### src/design/dss_pkg.sv
package dss_pkg;

  localparam int IN_TRACK_W = 16;
  localparam int TOT_W      = 24;
  localparam int CFG_ADDR_W = 3;
  localparam int CFG_DATA_W = 32;

  localparam logic [TOT_W-1:0] TOTAL_MAX = 24'hFFFFFF;

  // policy codes
  localparam logic [1:0] MODE_FIFO  = 2'd0;
  localparam logic [1:0] MODE_SSTF  = 2'd1;
  localparam logic [1:0] MODE_SCAN  = 2'd2;
  localparam logic [1:0] MODE_CSCAN = 2'd3;

  // register index, taken from paddr[2]
  localparam logic CFG_IDX_POLICY = 1'b0;
  localparam logic CFG_IDX_DIR    = 1'b1;

  typedef struct packed {
    logic [IN_TRACK_W-1:0] track;
    logic                  last_request;
  } in_word_t;

  typedef struct packed {
    logic [IN_TRACK_W-1:0] served_track;
    logic [TOT_W-1:0]      seek_sum;
    logic                  last_served;
  } out_word_t;

  typedef struct packed {
    logic [1:0] policy_mode;
    logic       initial_direction;
  } cfg_t;

endpackage

### src/design/disk_seek_scheduler_unit.sv
// Channel   | Ports                          | Handshake
// ----------+--------------------------------+------------------------------------
// input     | start, busy, in_word           | word taken when start && !busy
// result    | out_valid, out_word            | word shown for one cycle, no stall
// config    | psel, penable, pwrite, paddr,  | APB write on access phase,
//           | pwdata, prdata, pready         | pready tied high
//
// Loading takes one track per cycle. Once the set closes (last_request, or the
// store is full) the start track is emitted via state S_FIRST and the result
// register. Each further SSTF, SCAN or C-SCAN track takes one pass of reads
// over the stored requests after the start track, a wait state for the RAM
// read register and a decide state; a reversal or wrap adds one more pass.
// FIFO reads only the next entry. Reset is synchronous, active low, and needs
// no RAM clearing. Results cannot be stalled; busy drops with the final track.
module disk_seek_scheduler_unit
  import dss_pkg::*;
#(
  parameter int MAX_SEQUENCE = 64,
  parameter int TRACK_BITS   = 16
) (
  input  logic                  clk,
  input  logic                  rst_n,
  input  logic                  start,
  output logic                  busy,
  input  in_word_t              in_word,
  output logic                  out_valid,
  output out_word_t             out_word,
  input  logic                  psel,
  input  logic                  penable,
  input  logic                  pwrite,
  input  logic [CFG_ADDR_W-1:0] paddr,
  input  logic [CFG_DATA_W-1:0] pwdata,
  output logic [CFG_DATA_W-1:0] prdata,
  output logic                  pready
);

  localparam int IDX_W = $clog2(MAX_SEQUENCE);
  localparam int CNT_W = $clog2(MAX_SEQUENCE + 1);
  localparam int SUM_W = ((TRACK_BITS > TOT_W) ? TRACK_BITS : TOT_W) + 1;
  localparam int ENT_W = TRACK_BITS + 1;

  localparam logic [2:0] S_IDLE   = 3'd0;
  localparam logic [2:0] S_FIRST  = 3'd1;
  localparam logic [2:0] S_SCAN   = 3'd2;
  localparam logic [2:0] S_WAIT   = 3'd3;
  localparam logic [2:0] S_DECIDE = 3'd4;

  cfg_t cfg;

  logic [2:0]            state_r, state_nxt;
  logic [CNT_W-1:0]      cnt_r, cnt_nxt;
  logic [CNT_W-1:0]      n_r, n_nxt;
  logic [CNT_W-1:0]      k_r, k_nxt;
  logic [TRACK_BITS-1:0] head_r, head_nxt;
  logic [TOT_W-1:0]      total_r, total_nxt;
  logic                  dir_r, dir_nxt;
  logic                  wrap_r, wrap_nxt;
  logic [1:0]            mode_r, mode_nxt;
  logic [IDX_W-1:0]      rd_idx_r, rd_idx_nxt;
  logic [IDX_W-1:0]      end_idx_r, end_idx_nxt;
  logic                  pv_r, pv_nxt;
  logic [IDX_W-1:0]      pidx_r, pidx_nxt;
  logic                  found_r, found_nxt;
  logic [IDX_W-1:0]      best_idx_r, best_idx_nxt;
  logic [TRACK_BITS-1:0] best_trk_r, best_trk_nxt;
  logic [TRACK_BITS-1:0] best_d_r, best_d_nxt;
  logic                  out_valid_r, out_valid_nxt;
  out_word_t             out_word_r, out_word_nxt;

  logic                  mem_we;
  logic [IDX_W-1:0]      mem_waddr;
  logic [ENT_W-1:0]      mem_wdata;
  logic [ENT_W-1:0]      mem_rdata;

  logic [TRACK_BITS-1:0] trk_in;
  logic [TRACK_BITS-1:0] rd_trk;
  logic                  rd_srv;
  logic [TRACK_BITS-1:0] rd_dist;
  logic                  dir_ok;
  logic                  cand_ok;
  logic                  trigger;
  logic [CNT_W-1:0]      n_m1;
  logic [CNT_W-1:0]      k_inc;
  logic                  scan_go;
  logic [CNT_W-1:0]      scan_k;

  logic [TOT_W-1:0]      add_base;
  logic [TRACK_BITS-1:0] add_opnd;
  logic [SUM_W-1:0]      sum_w;
  logic [TOT_W-1:0]      add_res;
  logic [SUM_W-1:0]      diff_w;
  logic [TOT_W-1:0]      sub_res;
  logic [TRACK_BITS-1:0] emit_trk;
  logic [IN_TRACK_W-1:0] emit_trk16;

  dss_cfg_regs u_cfg (
    .clk     (clk),
    .rst_n   (rst_n),
    .psel    (psel),
    .penable (penable),
    .pwrite  (pwrite),
    .paddr   (paddr),
    .pwdata  (pwdata),
    .prdata  (prdata),
    .pready  (pready),
    .cfg     (cfg)
  );

  // entry = {served mark, track}
  dss_ram #(
    .WIDTH (ENT_W),
    .DEPTH (MAX_SEQUENCE)
  ) u_store (
    .clk   (clk),
    .we    (mem_we),
    .waddr (mem_waddr),
    .wdata (mem_wdata),
    .raddr (rd_idx_r),
    .rdata (mem_rdata)
  );

  generate
    if (TRACK_BITS <= IN_TRACK_W) begin : g_narrow
      assign trk_in = in_word.track[TRACK_BITS-1:0];
    end else begin : g_wide
      assign trk_in = {{(TRACK_BITS-IN_TRACK_W){1'b0}}, in_word.track};
    end
    if (TRACK_BITS >= IN_TRACK_W) begin : g_out_cut
      assign emit_trk16 = emit_trk[IN_TRACK_W-1:0];
    end else begin : g_out_ext
      assign emit_trk16 = {{(IN_TRACK_W-TRACK_BITS){1'b0}}, emit_trk};
    end
  endgenerate

  assign rd_trk  = mem_rdata[TRACK_BITS-1:0];
  assign rd_srv  = mem_rdata[TRACK_BITS];
  assign rd_dist = (rd_trk > head_r) ? (rd_trk - head_r) : (head_r - rd_trk);
  assign dir_ok  = (rd_trk == head_r) || (dir_r && (rd_trk > head_r)) ||
                   (!dir_r && (rd_trk < head_r));

  always_comb begin
    case (mode_r)
      MODE_FIFO:  cand_ok = 1'b1;
      MODE_SSTF:  cand_ok = !rd_srv && (!found_r || (rd_dist <= best_d_r));
      MODE_SCAN:  cand_ok = !rd_srv && dir_ok && (!found_r || (rd_dist <= best_d_r));
      MODE_CSCAN: cand_ok = !rd_srv && (rd_trk >= head_r) &&
                            (!found_r || (rd_dist < best_d_r));
      default:    cand_ok = 1'b0;
    endcase
  end

  assign trigger = in_word.last_request || (cnt_r == CNT_W'(MAX_SEQUENCE - 1));
  assign n_m1    = n_r - CNT_W'(1);
  assign k_inc   = k_r + CNT_W'(1);

  // shared saturating adder and floor-at-zero subtractor for the total
  assign sum_w   = SUM_W'(add_base) + SUM_W'(add_opnd);
  assign add_res = (sum_w > SUM_W'(TOTAL_MAX)) ? TOTAL_MAX : sum_w[TOT_W-1:0];
  assign diff_w  = SUM_W'(total_r) - SUM_W'(best_trk_r);
  assign sub_res = (total_r == TOTAL_MAX) ? TOTAL_MAX :
                   ((SUM_W'(best_trk_r) >= SUM_W'(total_r)) ? '0 : diff_w[TOT_W-1:0]);

  assign emit_trk = (state_r == S_DECIDE) ? best_trk_r : head_r;

  always_comb begin
    state_nxt     = state_r;
    cnt_nxt       = cnt_r;
    n_nxt         = n_r;
    k_nxt         = k_r;
    head_nxt      = head_r;
    total_nxt     = total_r;
    dir_nxt       = dir_r;
    wrap_nxt      = wrap_r;
    mode_nxt      = mode_r;
    rd_idx_nxt    = rd_idx_r;
    end_idx_nxt   = end_idx_r;
    pv_nxt        = 1'b0;
    pidx_nxt      = rd_idx_r;
    found_nxt     = found_r;
    best_idx_nxt  = best_idx_r;
    best_trk_nxt  = best_trk_r;
    best_d_nxt    = best_d_r;
    out_valid_nxt = 1'b0;
    out_word_nxt  = out_word_r;
    mem_we        = 1'b0;
    mem_waddr     = best_idx_r;
    mem_wdata     = {1'b1, best_trk_r};
    add_base      = '0;
    add_opnd      = head_r;
    scan_go       = 1'b0;
    scan_k        = k_r;

    // fold the word read last cycle into the running best
    if (pv_r && cand_ok) begin
      found_nxt    = 1'b1;
      best_idx_nxt = pidx_r;
      best_trk_nxt = rd_trk;
      best_d_nxt   = rd_dist;
    end

    case (state_r)
      S_IDLE: begin
        if (start) begin
          mem_we    = 1'b1;
          mem_waddr = cnt_r[IDX_W-1:0];
          mem_wdata = {1'b0, trk_in};
          if (cnt_r == '0) begin
            head_nxt = trk_in;
          end
          if (trigger) begin
            n_nxt     = cnt_r + CNT_W'(1);
            cnt_nxt   = '0;
            mode_nxt  = cfg.policy_mode;
            dir_nxt   = cfg.initial_direction;
            state_nxt = S_FIRST;
          end else begin
            cnt_nxt = cnt_r + CNT_W'(1);
          end
        end
      end
      S_FIRST: begin
        add_base                  = '0;
        add_opnd                  = head_r;
        total_nxt                 = add_res;
        wrap_nxt                  = 1'b0;
        out_valid_nxt             = 1'b1;
        out_word_nxt.served_track = emit_trk16;
        out_word_nxt.seek_sum     = add_res;
        out_word_nxt.last_served  = (n_r == CNT_W'(1));
        if (n_r == CNT_W'(1)) begin
          state_nxt = S_IDLE;
        end else begin
          k_nxt   = CNT_W'(1);
          scan_go = 1'b1;
          scan_k  = CNT_W'(1);
        end
      end
      S_SCAN: begin
        pv_nxt = 1'b1;
        if (rd_idx_r == end_idx_r) begin
          state_nxt = S_WAIT;
        end else begin
          rd_idx_nxt = rd_idx_r + IDX_W'(1);
        end
      end
      S_WAIT: begin
        state_nxt = S_DECIDE;
      end
      S_DECIDE: begin
        if (found_r) begin
          mem_we   = 1'b1;
          head_nxt = best_trk_r;
          if ((mode_r == MODE_CSCAN) && wrap_r) begin
            total_nxt = sub_res;
            wrap_nxt  = 1'b0;
          end else begin
            add_base  = total_r;
            add_opnd  = best_d_r;
            total_nxt = add_res;
          end
          out_valid_nxt             = 1'b1;
          out_word_nxt.served_track = emit_trk16;
          out_word_nxt.seek_sum     = total_nxt;
          out_word_nxt.last_served  = (k_inc == n_r);
          k_nxt                     = k_inc;
          if (k_inc == n_r) begin
            state_nxt = S_IDLE;
          end else begin
            scan_go = 1'b1;
            scan_k  = k_inc;
          end
        end else begin
          if (mode_r == MODE_SCAN) begin
            dir_nxt = !dir_r;
          end else begin
            // wrap to track 0, charging the climb back down
            add_base  = total_r;
            add_opnd  = head_r;
            total_nxt = add_res;
            head_nxt  = '0;
            wrap_nxt  = 1'b1;
          end
          scan_go = 1'b1;
          scan_k  = k_r;
        end
      end
      default: begin
        state_nxt = S_IDLE;
      end
    endcase

    if (scan_go) begin
      state_nxt = S_SCAN;
      found_nxt = 1'b0;
      if (mode_r == MODE_FIFO) begin
        rd_idx_nxt  = scan_k[IDX_W-1:0];
        end_idx_nxt = scan_k[IDX_W-1:0];
      end else begin
        rd_idx_nxt  = IDX_W'(1);
        end_idx_nxt = n_m1[IDX_W-1:0];
      end
    end
  end

  always_ff @(posedge clk) begin
    if (!rst_n) begin
      state_r     <= S_IDLE;
      cnt_r       <= '0;
      pv_r        <= 1'b0;
      found_r     <= 1'b0;
      out_valid_r <= 1'b0;
      head_r      <= '0;
      total_r     <= '0;
      dir_r       <= 1'b0;
      wrap_r      <= 1'b0;
    end else begin
      state_r     <= state_nxt;
      cnt_r       <= cnt_nxt;
      pv_r        <= pv_nxt;
      found_r     <= found_nxt;
      out_valid_r <= out_valid_nxt;
      head_r      <= head_nxt;
      total_r     <= total_nxt;
      dir_r       <= dir_nxt;
      wrap_r      <= wrap_nxt;
    end
  end

  always_ff @(posedge clk) begin
    n_r        <= n_nxt;
    k_r        <= k_nxt;
    mode_r     <= mode_nxt;
    rd_idx_r   <= rd_idx_nxt;
    end_idx_r  <= end_idx_nxt;
    pidx_r     <= pidx_nxt;
    best_idx_r <= best_idx_nxt;
    best_trk_r <= best_trk_nxt;
    best_d_r   <= best_d_nxt;
    out_word_r <= out_word_nxt;
  end

  assign busy      = (state_r != S_IDLE);
  assign out_valid = out_valid_r;
  assign out_word  = out_word_r;

endmodule

### src/design/dss_ram.sv
module dss_ram #(
  parameter int WIDTH = 17,
  parameter int DEPTH = 64
) (
  input  logic                     clk,
  input  logic                     we,
  input  logic [$clog2(DEPTH)-1:0] waddr,
  input  logic [WIDTH-1:0]         wdata,
  input  logic [$clog2(DEPTH)-1:0] raddr,
  output logic [WIDTH-1:0]         rdata
);

  logic [WIDTH-1:0] mem_r [DEPTH];
  logic [WIDTH-1:0] rdata_r;

  always_ff @(posedge clk) begin
    if (we) begin
      mem_r[waddr] <= wdata;
    end
    rdata_r <= mem_r[raddr];
  end

  assign rdata = rdata_r;

endmodule

### src/design/dss_cfg_regs.sv
module dss_cfg_regs
  import dss_pkg::*;
(
  input  logic                  clk,
  input  logic                  rst_n,
  input  logic                  psel,
  input  logic                  penable,
  input  logic                  pwrite,
  input  logic [CFG_ADDR_W-1:0] paddr,
  input  logic [CFG_DATA_W-1:0] pwdata,
  output logic [CFG_DATA_W-1:0] prdata,
  output logic                  pready,
  output cfg_t                  cfg
);

  cfg_t cfg_r, cfg_nxt;
  logic wr_en;

  assign wr_en = psel && penable && pwrite;

  always_comb begin
    cfg_nxt = cfg_r;
    if (wr_en) begin
      case (paddr[2])
        CFG_IDX_POLICY: cfg_nxt.policy_mode = pwdata[1:0];
        CFG_IDX_DIR:    cfg_nxt.initial_direction = pwdata[0];
        default:        cfg_nxt = cfg_r;
      endcase
    end
  end

  always_ff @(posedge clk) begin
    if (!rst_n) begin
      cfg_r.policy_mode       <= MODE_FIFO;
      cfg_r.initial_direction <= 1'b1;
    end else begin
      cfg_r <= cfg_nxt;
    end
  end

  always_comb begin
    case (paddr[2])
      CFG_IDX_POLICY: prdata = {{(CFG_DATA_W-2){1'b0}}, cfg_r.policy_mode};
      CFG_IDX_DIR:    prdata = {{(CFG_DATA_W-1){1'b0}}, cfg_r.initial_direction};
      default:        prdata = '0;
    endcase
  end

  assign pready = 1'b1;
  assign cfg    = cfg_r;

endmodule

### config.mk
export PLATFORM = sky130hd
export DESIGN_NAME = disk_seek_scheduler_unit
export DESIGN_NICKNAME = d
export VERILOG_FILES = /design/src/design/dss_pkg.sv /design/src/design/disk_seek_scheduler_unit.sv /design/src/design/dss_ram.sv /design/src/design/dss_cfg_regs.sv
export SDC_FILE = /design/constraint.sdc
export NUM_CORES = 2
export LEC_CHECK = 0
export BUFFER_PORTS_ARGS = -buffer_cell sky130_fd_sc_hd__buf_4
export CAP_MARGIN = 20
export CORE_UTILIZATION = 56
export CTS_BUF_LIST = sky130_fd_sc_hd__clkbuf_8
export CTS_CLUSTER_DIAMETER = 40
export DETAILED_ROUTE_END_ITERATION = 12
export PLACE_DENSITY = 0.79
export SLEW_MARGIN = 20
export SYNTH_ARGS = -nofsm -noshare
export SYNTH_HDL_FRONTEND = slang
export SYNTH_SLANG_ARGS = --single-unit
### constraint.sdc
create_clock -name clk -period 16.98 [get_ports clk]
set_input_delay 3.396 -clock clk [delete_from_list [all_inputs] [get_ports clk]]
set_output_delay 3.396 -clock clk [all_outputs]
set_load 0.01 [all_outputs]
# ---- Word-level counts from Yosys, hierarchy flattened
# Memories as Yosys holds them, arrays and structs flattened. A register that Yosys moved wholly into a read port is not among the register bits.
# Index checks and enable logic that the tools add are counted.
dict set report word_totals {
  ff_bits 171
  ramBits 1088
  in_bits 58
  output_inout_bits 76
  wordCells 181
  memories 1
}
# memory words width rd rd_ports_with_merged_regs write_ports line
set memory_table {}
lappend memory_table {u_store.mem_r 64 17 1 1 1 dss_ram.sv:13} ;# logic [WIDTH-1:0] mem_r [DEPTH];
dict set report op_classes {
  addsub 8
  n_lt_le_gt_ge 7
  n_eq_ne 31
  mux 69
  bitwise_logic 2
  n_reduce_logical 39
}
# operator n
set op_table {}
lappend op_table {{24-bit two-way mux} 10}
lappend op_table {{16-bit two-way mux} 9}
lappend op_table {{41-bit one-hot mux with 2 select lines} 1}
lappend op_table {{32-bit one-hot mux with 2 select lines} 1}
lappend op_table {{6-bit two-way mux} 9}
lappend op_table {{24-bit one-hot mux with 2 select lines} 1}
lappend op_table {{41-bit two-way mux} 1}
lappend op_table {{17-bit two-way mux} 2}
lappend op_table {{16-bit < comparator} 2}
lappend op_table {{16-bit one-hot mux with 2 select lines} 1}
lappend op_table {{16-bit subtractor} 2}
lappend op_table {{24-bit by 16-bit adder with 25-bit output} 1}
lappend op_table {{25-bit by 24-bit greater-than comparator with 1-bit output, second input constant} 1}
lappend op_table {{24-bit equality test, second input constant} 1}
lappend op_table {{16-bit by 24-bit greater-or-equal comparator with 1-bit output} 1}
lappend op_table {{24-bit by 16-bit subtractor with 24-bit output} 1}
lappend op_table {{7-bit two-way mux} 3}
lappend op_table {{3-bit two-way mux} 6}
lappend op_table {{3-bit inequality test, second input constant} 6}
lappend op_table {{16-bit equality test} 1}
lappend op_table {{16-bit greater-or-equal comparator} 1}
lappend op_table {{16-bit greater-than comparator} 1}
lappend op_table {{16-bit <= comparator} 1}
lappend op_table {{2-bit inequality test, second input constant} 8}
lappend op_table {{36 further kinds} 85}

# ---- Longest topological paths before layout
dict set report logic_depth {
  ltp_word 11
  depth_mapped 22
  depth_no_buf 21
}

# ---- Hierarchy
# A second synthesis with hierarchy kept.
dict set report hier_totals {
  hier_cells 3387
  hier_area_um2 54961.5
}
# module instances cells_each area_each_um2 seq_area_each_um2
set by_module_without_submodules {}
lappend by_module_without_submodules {dss_ram 1 1953 42346.9 33011.7}
lappend by_module_without_submodules {disk_seek_scheduler_unit 1 1385 12216.7 4434.3}
lappend by_module_without_submodules {dss_cfg_regs 1 49 397.9 60.1}

# ---- Worst setup path before layout
# OpenSTA, ideal clock, no wires.
dict set report synth_path {
  path_kind {input-to-reg}
  from {input start}
  to {memory u_store.mem_r[0][1] (data pin)}
  setup_ns 0.702
  arrival_time_ns 6.721
  required_ns 16.278
  path_slack_ns 9.557
  path_stages 6
  path_buffers 3
  path_cell_list {nand2b_1 -> nor3_2 -> clkbuf_1 -> clkbuf_1 -> clkbuf_1 -> o21ai_0}
}
dict set report synth_via {
  elab_chain_len 2
}
# item line
set synth_rtl {}
lappend synth_rtl {{start: declaration} disk_seek_scheduler_unit.sv:23} ;# input logic start,
lappend synth_rtl {{17-bit two-way mux} disk_seek_scheduler_unit.sv:203} ;# if (start) begin
lappend synth_rtl {{17-bit two-way mux} disk_seek_scheduler_unit.sv:201} ;# case (state_r)
lappend synth_rtl {{named net mem_wdata[1]} disk_seek_scheduler_unit.sv:72} ;# logic [ENT_W-1:0] mem_wdata;
lappend synth_rtl {{end: declaration} dss_ram.sv:13}
# The timed path passes the listed nets, and every way through them passes these cells.

# ---- Worst setup path after layout
dict set report layout_path {
  from {input paddr[2]}
  to {output prdata[0]}
}
dict set report layout_via {
  elab_chain_len 2
}
# item line
set layout_rtl {}
lappend layout_rtl {{start: declaration} disk_seek_scheduler_unit.sv:31} ;# input logic [CFG_ADDR_W-1:0] paddr,
lappend layout_rtl {{1-bit inverter} dss_cfg_regs.sv:42} ;# case (paddr[2])
lappend layout_rtl {{32-bit one-hot mux with 2 select lines *} dss_cfg_regs.sv:42}
lappend layout_rtl {{end: declaration} disk_seek_scheduler_unit.sv:33} ;# output logic [CFG_DATA_W-1:0] prdata,
# Mark *: on every way between the ends. The rest lies on a longest branch, timed or not. The select of a mux whose other input is x is not followed.

==> impl_results.md <==
- Fmax achieved: 0.136 GHz
- Post-DR wirelength/cell: 28.0 µm
- Die area: 98500 µm²
- Main area contributors after synthesis: edfxtp_1, mux4_2, dfxtp_1, ha_1, nor2_1
- Vias: 30600
- DRT Pass-1 Iters: 5
- Worst setup path class: in2out
- Clock Path Buffers: 3
- First-pass GRT wire length: 197000 µm
- Layout Utilization: 0.633
- Row count: 113
- Post-CTS Setup Inserts: 0
- Cell taking the most area after synthesis: edfxtp_1
- Final Cycle Share: 0.433
- DRT antenna net count: 0
- Synthesis-to-layout area growth: 11.1%
- GRT Util Overall: 0.275
- Yosys reg bits: 1276
- Register area: 37500 µm²
- P per Cell Area: 124 nW/µm²
- Slew headroom: 0.227
- Sum Neg Setup Slack: 0 ns
- PortBufs: 70
- Sink Count: 1276
- Hold path depth: 0
- Hold Path Class: reg2reg
- Core Box Area: 95600 µm²
- Final setup viols: 0
- Inserted Clock Buffers: 194
- Gpl congestion: 0.957
- Clock root buffer: clkbuf_8
- Largest net degree at the start of global routing: 141
- Share of the synthesized area in the top cell type: 0.659
- # hold bufs at CTS: 0
- Chip Height: 314 µm
- Post-synthesis instance total: 3135
- MaxCap Viol Count: 0
- Initial DRC Count: 3806
- Clock transition at path regs: 0.05 ns
- Cell area after synthesis: 54400 µm²
- Dpl hpwl: 84700 µm
- Crit path DAT: 3.95 ns
- Number of fill cells: 6418
- Main synth FF type: edfxtp_1
- Critical path fanouts, max: 4
- Slew Limit Fails: 0
- NumNets Final: 3494
- Initial cell density of the core: 0.570
- Clock Skews: 0.0624 ns
- Count of flip-flops with a built-in enable after synthesis: 1195
- # IOs: 134
- Number of gates resized after cts: 0
- Post-synth ARST share: 0
- Yosys cell types: 80
- FF-to-FF path depth: 18
- Maximum VDD drop: 79.5 µV
- RSZ-0062 raised after global routing: false
- Layout cells sized above 1: 0.239
- Setup crit start kind: input pin
- Status: finished clean
- Area occupied by multi-input gates: 15900 µm²
- Via/cell ratio: 6.40
- Vias in the first global route: 30700
- Synthesized area per cell: 17.4 µm²
- Endpoint class of the critical path: output port
- Total grt overflow: 0
- Final wirelength: 134000 µm
- Htree depth: 4
- Syn. warnings: 0
- Commonest non-fill, non-tap cell in the layout: edfxtp_1
- P_leak: 20.5 nW
- Commonest cells after routing, fill and taps aside: edfxtp_1, mux4_2, clkbuf_8
- Worst Max-Slew Pin Slew: 1.16 ns
- DRC violations left: 0
- Critical path required time: 13.58 ns
- Clock Latency Late Sink: 0.88 ns
- Final Hold Vio Count: 0
- Sequential fraction of the synthesis area: 0.689
- Tmin final: 7.35 ns
- CTS tree: built
- Initial antenna violation count: 8
- Die Width: 314 µm
-- state kept, by name (all words and copies together), names as in the netlist, 16 cells and up --
signal         flops
u_store.mem_r   1088
out_word          41
total_r           24
u_store.rdata     17
best_d_r          16
best_trk_r        16
head_r            16
-- per-stage QoR --
| stage | hold slack, ns | cell area (µm²) | worst slack, ns | cells | total power (W) |
|---|---|---|---|---|---|
| global placement | 0.387 | 56700 | 9.63 | 4412 | 0.00508 |
| global route | 0.413 | 60500 | 9.62 | 4776 | 0.00774 |
| CTS | 0.404 | 60500 | 9.63 | 4775 | 0.00749 |
| floorplan | 0.346 | 54500 | 9.56 | 3164 | 0.00467 |
| finish | 0.401 | 60500 | 9.63 | 4778 | 0.00747 |
| detailed placement | 0.390 | 56700 | 9.63 | 4412 | 0.00512 |
-- final timing paths --
path	end	startpoint	slack, ns
max	prdata[0]	paddr[2]	9.63
min	best_idx_r[0]	pidx_r[0]	0.40
max reg2reg	best_d_r[7]	head_r[1]	10.53
min reg2reg	best_idx_r[0]	pidx_r[0]	0.40
-- cell usage after synthesis, types with 9 or more instances --
master,count
buf_4,38
o31ai_1,14
nor2b_1,9
buf_1,16
inv_1,100
nor3_1,32
a21o_1,28
ha_1,89
and3_1,17
o311ai_0,15
xnor2_1,46
clkbuf_1,97
nand3_1,47
dfxtp_1,81
and2_1,29
o21ai_0,131
nor2_1,189
xor2_1,32
a31oi_1,13
mux2i_1,14
nand2b_1,16
buf_2,33
nand2_1,180
a211oi_1,19
or3_1,9
mux4_2,357
o21a_1,10
nand4_1,19
a21oi_1,104
edfxtp_1,1195
-- area by class of cell --
class	count	share of cell area
sequential	1276	0.620
multi-input combinational	1598	0.264
clock buffer	200	0.0455
tap	1265	0.0262
timing repair buffer	171	0.0219
clock inverter	163	0.0159
inverter	102	0.00633
antenna	3	0.000124
-- kinds of logic (layout without fill, tap and decap cells) --
family | count (synthesis) | count (layout) | synth area share
AO/OA/AOI/OAI | 434 | 434 | 0.0509
adder cells (fa/ha/maj) | 93 | 93 | 0.0219
buffers and inverters | 290 | 636 | 0.0239
AND/OR/NAND/NOR | 582 | 582 | 0.0492
multiplexers | 378 | 378 | 0.152
other | 2 | 34 | 0.000138
XOR/XNOR | 80 | 80 | 0.0133
flip-flops | 1276 | 1276 | 0.689
-- where the power goes --
part	internal (W)	total [W]	switching (W)	leakage [nW]
clock network	0.00118	0.00239	0.00121	2.12
logic	0.000548	0.00142	0.000874	6.90
registers	0.00361	0.00366	0.0000511	11.5
total	0.00534	0.00747	0.00214	20.5
-- layer usage --
metal	vias to the layer above	global-route usage	wire length (µm)
li1	12900	-	-
met1	15500	0.373	50700
met2	1839	0.439	64500
met3	284	0.0625	13900
met4	6	0.108	4850
met5	-	0	34
-- critical path: stages --
cell	delay, ns
buf_4	0.10
mux2_2	0.32
buf_4	0.14
(Power assumes the default switching activity.)
